==> src/efd_pkg.sv <==
// Shared constants and result word type for the escaped frame deframer.
package efd_pkg;

    localparam logic [7:0] START_BYTE = 8'h7D;
    localparam logic [7:0] STOP_BYTE  = 8'h7E;
    localparam logic [7:0] ESC_BYTE   = 8'h7F;

    localparam int POS_W = 6;
    localparam int LEN_W = 7;

    typedef struct packed {
        logic             stored;
        logic [7:0]       data_byte;
        logic [POS_W-1:0] position;
        logic             frame_end;
        logic             checksum_ok;
        logic [LEN_W-1:0] frame_length;
        logic             overflow;
    } t_result;

endpackage

==> src/efd_step.sv <==
// Per-byte deframing logic: next frame state and the result word for one byte.
module efd_step
    import efd_pkg::*;
#(
    parameter int BUFFER_BYTES = 64,
    parameter int CNT_W        = 7
) (
    input  logic [7:0]       i_rx_byte,
    input  logic [CNT_W-1:0] i_cnt,
    input  logic             i_esc,
    input  logic [7:0]       i_xor,
    input  logic             i_ovf,
    output logic [CNT_W-1:0] o_cnt,
    output logic             o_esc,
    output logic [7:0]       o_xor,
    output logic             o_ovf,
    output t_result          o_result
);

    logic             is_start;
    logic             is_esc;
    logic             full;
    logic [CNT_W-1:0] cnt_inc;
    logic [15:0]      cnt_ext;
    logic [15:0]      len_ext;
    logic             ovf_upd;
    logic             stop_hit;

    assign is_start = (i_cnt == '0) && (i_rx_byte == START_BYTE);
    assign is_esc   = !i_esc && (i_rx_byte == ESC_BYTE);
    assign full     = (i_cnt == CNT_W'(BUFFER_BYTES));
    assign cnt_inc  = full ? i_cnt : i_cnt + CNT_W'(1);
    assign ovf_upd  = i_ovf | full;
    assign stop_hit = !i_esc && (i_rx_byte == STOP_BYTE);
    assign cnt_ext  = 16'(i_cnt);

    // Pick the branch: frame start, escape marker, or ordinary byte
    always_comb begin
        o_cnt    = i_cnt;
        o_esc    = i_esc;
        o_xor    = i_xor;
        o_ovf    = i_ovf;
        o_result = '0;
        len_ext  = 16'(i_cnt);
        priority if (is_start) begin
            o_cnt                 = CNT_W'(1);
            o_esc                 = 1'b0;
            o_xor                 = START_BYTE;
            o_ovf                 = 1'b0;
            o_result.stored       = 1'b1;
            o_result.data_byte    = i_rx_byte;
            len_ext               = 16'(1);
        end else if (is_esc) begin
            // Drop the escape and mark the next byte literal
            o_esc = 1'b1;
        end else begin
            o_esc                 = 1'b0;
            o_cnt                 = cnt_inc;
            o_ovf                 = ovf_upd;
            o_result.stored       = !full;
            o_result.data_byte    = full ? 8'h00 : i_rx_byte;
            o_result.position     = full ? '0 : cnt_ext[POS_W-1:0];
            len_ext               = 16'(cnt_inc);
            if (stop_hit) begin
                o_result.frame_end   = 1'b1;
                o_result.checksum_ok = (i_xor == 8'h00) && (cnt_inc >= CNT_W'(3)) && !ovf_upd;
            end else if (!full) begin
                o_xor = i_xor ^ i_rx_byte;
            end
        end
        o_result.frame_length = len_ext[LEN_W-1:0];
        o_result.overflow     = o_ovf;
        // Return to an empty frame after the stop byte
        if (o_result.frame_end) begin
            o_cnt = '0;
            o_esc = 1'b0;
            o_xor = 8'h00;
            o_ovf = 1'b0;
        end
    end

endmodule

==> src/efd_out_reg.sv <==
// Output register stage holding one result word until the sink takes it.
module efd_out_reg
    import efd_pkg::*;
(
    input  logic    i_clk,
    input  logic    i_rst_n,
    input  logic    i_load,
    input  t_result i_result,
    input  logic    i_take,
    output logic    o_free,
    output logic    o_valid,
    output t_result o_result
);

    logic    r_valid;
    t_result r_result;

    assign o_free   = !r_valid || i_take;
    assign o_valid  = r_valid;
    assign o_result = r_result;

    // Track occupancy of the stage
    always_ff @(posedge i_clk) begin
        if (!i_rst_n) begin
            r_valid <= 1'b0;
        end else if (i_load) begin
            r_valid <= 1'b1;
        end else if (i_take) begin
            r_valid <= 1'b0;
        end
    end

    // Capture a new word
    always_ff @(posedge i_clk) begin
        if (i_load) begin
            r_result <= i_result;
        end
    end

endmodule

==> src/escaped_frame_deframer_core.sv <==
// Top level of the escaped frame deframer: frame state registers and output stage.
// The result word of an accepted byte is registered and shows in the next cycle.
// Takes one byte per cycle while the output stage is free (o_ready high).
// o_ready stays high while the output stage is empty or being drained.
// Reset (synchronous, active low) empties the output stage and clears the
// byte count, escape flag, running XOR and overflow flag.
module escaped_frame_deframer_core
    import efd_pkg::*;
#(
    parameter int BUFFER_BYTES = 64
) (
    input  logic                i_clk,
    input  logic                i_rst_n,
    input  logic                i_valid,
    output logic                o_ready,
    input  logic [7:0]          i_rx_byte,
    output logic                o_valid,
    input  logic                i_ready,
    output logic                o_stored,
    output logic [7:0]          o_data_byte,
    output logic [POS_W-1:0]    o_position,
    output logic                o_frame_end,
    output logic                o_checksum_ok,
    output logic [LEN_W-1:0]    o_frame_length,
    output logic                o_overflow
);

    localparam int CNT_W = $clog2(BUFFER_BYTES + 1);

    logic [CNT_W-1:0] r_cnt, n_cnt;
    logic             r_esc, n_esc;
    logic [7:0]       r_xor, n_xor;
    logic             r_ovf, n_ovf;
    t_result          step_result;
    t_result          out_result;
    logic             accept;
    logic             out_free;

    assign o_ready = out_free;
    assign accept  = i_valid && out_free;

    efd_step #(
        .BUFFER_BYTES(BUFFER_BYTES),
        .CNT_W       (CNT_W)
    ) u_step (
        .i_rx_byte(i_rx_byte),
        .i_cnt    (r_cnt),
        .i_esc    (r_esc),
        .i_xor    (r_xor),
        .i_ovf    (r_ovf),
        .o_cnt    (n_cnt),
        .o_esc    (n_esc),
        .o_xor    (n_xor),
        .o_ovf    (n_ovf),
        .o_result (step_result)
    );

    // Advance frame state on each accepted word
    always_ff @(posedge i_clk) begin
        if (!i_rst_n) begin
            r_cnt <= '0;
            r_esc <= 1'b0;
            r_xor <= 8'h00;
            r_ovf <= 1'b0;
        end else if (accept) begin
            r_cnt <= n_cnt;
            r_esc <= n_esc;
            r_xor <= n_xor;
            r_ovf <= n_ovf;
        end
    end

    efd_out_reg u_out (
        .i_clk   (i_clk),
        .i_rst_n (i_rst_n),
        .i_load  (accept),
        .i_result(step_result),
        .i_take  (i_ready),
        .o_free  (out_free),
        .o_valid (o_valid),
        .o_result(out_result)
    );

    assign o_stored       = out_result.stored;
    assign o_data_byte    = out_result.data_byte;
    assign o_position     = out_result.position;
    assign o_frame_end    = out_result.frame_end;
    assign o_checksum_ok  = out_result.checksum_ok;
    assign o_frame_length = out_result.frame_length;
    assign o_overflow     = out_result.overflow;

endmodule

==> config.mk <==
export PLATFORM = sky130hd
export DESIGN_NAME = escaped_frame_deframer_core
export DESIGN_NICKNAME = d
export VERILOG_FILES = /design/src/efd_pkg.sv /design/src/efd_step.sv /design/src/efd_out_reg.sv /design/src/escaped_frame_deframer_core.sv
export SDC_FILE = /design/constraint.sdc
export NUM_CORES = 1
export LEC_CHECK = 0
export BUFFER_PORTS_ARGS = -buffer_cell sky130_fd_sc_hd__buf_4
export CAP_MARGIN = 10
export CORE_UTILIZATION = 50
export CTS_CLUSTER_DIAMETER = 40
export DETAILED_ROUTE_END_ITERATION = 8
export PLACE_DENSITY = 0.73
export SETUP_SLACK_MARGIN = 0.5
export SYNTH_ARGS = -nofsm -noshare
export SYNTH_HDL_FRONTEND = slang
export SYNTH_SLANG_ARGS = --single-unit
==> constraint.sdc <==
create_clock -name i_clk -period 3 [get_ports i_clk]
set_input_delay 0.15 -clock i_clk [delete_from_list [all_inputs] [get_ports i_clk]]
set_output_delay 0.15 -clock i_clk [all_outputs]
set_load 0.02 [all_outputs]
* After elaboration in Yosys (flattened, before gate mapping)
Cells that the tools add are included. W data, S select, Z words.
Word-level totals: register bits 43, input port bits 12, logic and storage cells 66, output and inout port bits 27
Operators by class: order comparisons 1, bitwise gates (word level) 3, add/subtract/negate cells 1, eq/ne operators 7, muxes and demuxes 24, reductions and logical operators 18
Operators by type and width (number):
- $mux W8 | 7
- $mux W7 | 5
- $eq A8 B7 Y1 const B | 3
- $mux W17 | 1
- $ne A3 B1 Y1 const B | 3
- $logic_not A8 Y1 | 1
- $mux W1 | 8
- $xor A8 B8 Y8 | 1
- $add A7 B1 Y7 const B | 1
- $eq A7 B7 Y1 const B | 1
- $ge A7 B2 Y1 const B | 1
- $logic_not A7 Y1 | 1
- $logic_and A1 B1 Y1 | 6
- $mux W6 | 1
- $reduce_or A3 Y1 | 2
- $logic_not A1 Y1 | 4
- $mux W2 | 2
- $reduce_and A4 Y1 | 1
- $reduce_and A2 Y1 | 1
- $reduce_bool A2 Y1 | 1
- $logic_or A1 B1 Y1 | 1
- $not A1 Y1 | 1
- $or A1 B1 Y1 | 1

* Depth between registers and ports, before layout
word-level depth 10, depth in mapped cells 8, mapped depth without buffers 7

* Hierarchy
A second synthesis with hierarchy kept.
Unflattened totals: cell total of the unflattened synthesis 271, area total of the unflattened synthesis 2513.7 sq um
By module, submodules not included:
- efd_step | area each 1001.0 sq um, cells an instance 163, times used 1
- efd_out_reg | area each 799.5 sq um, cells an instance 29, times used 1
- escaped_frame_deframer_core | area each 713.2 sq um, cells an instance 79, times used 1

* Least setup slack after synthesis
Ideal clock, no wire load.
path type reg-to-reg, from register r_cnt[0], to register r_xor[0], path buffers 1, data required time 2.908 ns, setup slack 1.131 ns, stages on the path, launching flop included 9, clock period less this slack 1.869 ns, arrival 1.776 ns, cell sequence dfxtp_1 > inv_1 > ha_1 > nor2b_1 > and3_1 > buf_6 > or3_4 > o21a_1 > o32ai_1
Between the ends: cells in the longest elaborated chain, start to end 5, elaborated cells between the ends (all ways) 10, those cells by class eq/ne: 4; mux: 3; reduce/logical: 3
RTL lines:
- start, declared | RTL line escaped_frame_deframer_core.sv:30 | logic [CNT_W-1:0] r_cnt, n_cnt;
- start signal, assigned | RTL line escaped_frame_deframer_core.sv:66 | r_cnt <= n_cnt;
- $logic_not A7 Y1 | RTL line efd_step.sv:29 | assign is_start = (i_cnt == '0) && (i_rx_byte == START_BYTE);
- $logic_and A1 B1 Y1 | RTL line efd_step.sv:29
- $mux W2 | RTL line efd_step.sv:45 | priority if (is_start) begin
- $ne A3 B1 Y1 (no source line)
- $reduce_and A4 Y1 (no source line)
- end signal, assigned | RTL line escaped_frame_deframer_core.sv:68 | r_xor <= n_xor;
- end, declared | RTL line escaped_frame_deframer_core.sv:32 | logic [7:0] r_xor, n_xor;
Parallel ways exist; a longest one is shown, timed or not. A chain may end at the register's enable or synchronous reset.

* Worst setup path in the final report
from register r_cnt[0], to register r_xor[5]
The elaborated chain is that of the path after synthesis.

==> results.md <==
- Switching power: 0.000327 W
- Initial Util: 53.8%
- Setup TNS: 0 ns
- Worst path arrival time: about 2.3 ns
- Via density: 5.97
- EDFF count, synth: 25
- Drt pass-1 iters: 5
- Final worst path period share: 70.2%
- Final min period: 2.11 ns
- Worst-skew pair later-pin latency: roughly 0.30 ns
- Cell Rows: 23
- CTS tree: yes
- Area of the multi-input gates: 0.00102 mm^2
- Clock share of power: 34.8%
- Internal Pwr Total: between 0.0009 and 0.001 W
- Crit path buffers/inverters: 1
- Worst-path cell chain: inv_1 > ha_1 > nor2b_1 > and3_1 > or3_4 > o21a_1 > o21ai_1
- Maximum fanout along the worst path: 9
- Largest net degree at the start of global routing: 21
- Cells after synthesis: 219
- MaxCap Viol Count: 0
- Die area: 0.00470 mm^2
- Number of global-route vias before repair: 1563
- First-pass GRT wire length: 7840 um
- CP startpoint kind: flip-flop
- Worst hold stages: 3
- Slew margin rel.: 52.6%
- Vias post-DR: 1832
- Routability cong.: a little under 0.9
- Synth Register Bits: between 40 and 50
- Min-delay worst type: primary input to flip-flop
- Skew final: 0.00663 ns
- Synth Net Count: 234
- Share of layout cells above drive strength 1: 23.3%
- Post-DP HPWL: 3450 um
- H-tree Lvls: 2
- Die W: 68.6 um
- Synth Warn #: 0
- Core region area: 0.00412 mm^2
- Synth Flop Type: edfxtp_1
- DR iter-0 viols: 201
- Slowest stage delay, CP: 0.48 ns
- Slowest-stage cell, CP: dfxtp_1
- Crit end category: flip-flop
- Port-buffer cells: 38
- Syn_area_per_cell: between 10 and 15 um^2
- Initial antenna violation count: 0
- Wire per inst: 15.9 um
- Worst hold slack: 0.141 ns
- Data required, critical path: 3.23 ns
- Reg power frac: 51.5%
- Cell variety after synth: 52
- Worst reg-to-reg path cell count: 7
- Gate power share: 13.7%
- Setup repair bufs after CTS: 0
- # setup viols final: 0
- Setup Crit Path Kind: flip-flop to flip-flop
- Total I/O pin count: 39
- Status: complete, no violations
- Max VDD drop: 0.269 mV
- Longest Clk Path Bufs: 2
- Total gr overflow: 0
- RSZ-0062 raised after global routing: no
- DRT Wirelength: 4880 um
- CP top delay family: simple AND/OR/NAND/NOR gates
- Synthesis-to-finish area growth: 19.2%
- Final Hold Fails: 0
- # fillers: roughly 350
- Leakage power: 1.10 nW
- Final slew viol count: 0
- CP Depth: 7
- DIE HEIGHT: roughly 69 um
- CTS root buffer: clkbuf_8
- # DRC: 0
- Reg area: 0.00111 mm^2
- Fraction of the yosys area taken by sequential cells: between 50% and 60%
- Synth Cell Area: 0.00221 mm^2
- Peak Freq: 475 MHz
- Sw Share: around a quarter
- Worst Tran Pin Value: between 0.7 and 0.8 ns
- Cell Pwr Density: 496 mW/mm^2
- Detail Route Antenna Nets: 0
- Clk sinks: 43
- Post-synth ARST share: 0%
- CTS clk-pin slew, worst paths: 0.08 ns
- Antenna cells: 0
- Post-layout nets: between 200 and 300
- Total GRT Usage: about a quarter
- Num CTS Buffers: 5
==> kinds of logic (layout without fill, tap and decap cells) <==
kind of cell / count (synthesis) / in the layout / share of synthesized area, %
simple gates: 96 / 96 / 25.0
fa+ha+maj: 3 / 3 / 1.70
buf+inv: 20 / 58 / 4.07
flops: 43 / 43 / 50.2
xor+xnor: 4 / 4 / 1.58
compound gates: 53 / 53 / 17.5
==> Yosys cell counts (3+ instances only) <==
cell	n	area share (%)
a21oi_1	8	1.8
a31oi_1	4	1.1
a32o_1	5	2.3
and2_1	3	0.85
and3_1	13	3.7
buf_2	3	0.68
clkbuf_1	4	0.68
dfxtp_1	18	16
edfxtp_1	25	34
ha_1	3	1.7
inv_1	11	1.9
nand2_1	16	2.7
nand3_1	10	2.3
nand3b_1	3	1.0
nor2_1	14	2.4
nor2b_1	7	2.0
nor3_1	10	2.3
nor4_1	4	1.1
o21a_1	3	1.0
o21ai_0	13	2.9
xor2_1	4	1.6
==> state kept, by name, summed over array words and instances, names as in the netlist <==
name / count
r_cnt: 7
r_esc: 1
r_ovf: 1
r_xor: 8
u_out.o_result: 25
u_out.o_valid: 1
==> worst paths after layout <==
path | slack, ns | to | startpoint
min reg2reg | 0.47 | r_xor[6] | r_xor[6]
max reg2reg | 0.89 | r_xor[5] | r_cnt[0]
max | 0.89 | r_xor[5] | r_cnt[0]
min | 0.14 | u_out.o_valid | i_valid
==> timing repair <==
action,in CTS,in global routing
gates resized for setup,0,1
hold buffers,0,0
endpoints found under the setup margin,0,1
==> placed cells by master, fill, tap and decap left out, types with 4 or more instances in the layout <==
master and count:
xor2_1 4, a31oi_1 4, nor2b_1 7, nand2_1 16, edfxtp_1 25, a32o_1 5, dfxtp_1 18, nand3_1 10
and3_1 13, buf_4 39, nor3_1 9, a21oi_1 8, o21ai_0 13, inv_1 11, clkbuf_8 5, nor4_1 4
nor2_1 14
==> power groups by stage <==
stage	logic (W)	clock network [W]	registers (W)
after floorplan	0.0000835	0	0.000709
after global routing	0.000195	0.000486	0.000678
final	0.000179	0.000455	0.000673
after global placement	0.000175	0	0.000686
after CTS	0.000177	0.000462	0.000673
after detailed placement	0.000177	0	0.000687
==> layer usage <==
layer | global-route usage, % | share of wire (%) | routed length (um) | vias up
li1 | - | - | - | 889
met1 | 32.1 | 46 | 2230 | 874
met2 | 35.4 | 45 | 2210 | 63
met3 | 5.76 | 7.2 | 353 | 6
met4 | 8.85 | 1.7 | 81 | 0
met5 | 0 | 0 | 0 | -
==> cell type report <==
class                   instances  area share [%]
flip-flops and latches         43            42.1
clock buffers                   5            2.61
repair buffers                 39            11.1
well taps                      50            2.37
clock inverters                 3            1.66
multi-input cells             156            38.6
inverters                      11            1.56
==> worst register-to-register path: stages, from the launching register on <==
cell and delay, ns:
dfxtp_1 0.48, inv_1 0.13, ha_1 0.23, nor2b_1 0.14, and3_1 0.31, or3_4 0.45
o21a_1 0.19, o21ai_1 0.13
==> per-stage QoR <==
stage / setup WS, ns / utilization [%] / cell area [um^2] / std cells / power, W
after CTS: 0.829 / 64.0 / 2630 / 307 / 0.00131
after floorplan: 1.13 / - / 2210 / 219 / 0.000793
after detailed placement: 0.856 / 61.3 / 2520 / 299 / 0.000864
final: 0.894 / 64.1 / 2640 / 307 / 0.00131
after global placement: 0.934 / 61.3 / 2520 / 299 / 0.000860
after global routing: 0.729 / 64.1 / 2640 / 307 / 0.00136
(Power assumes the default switching activity.)
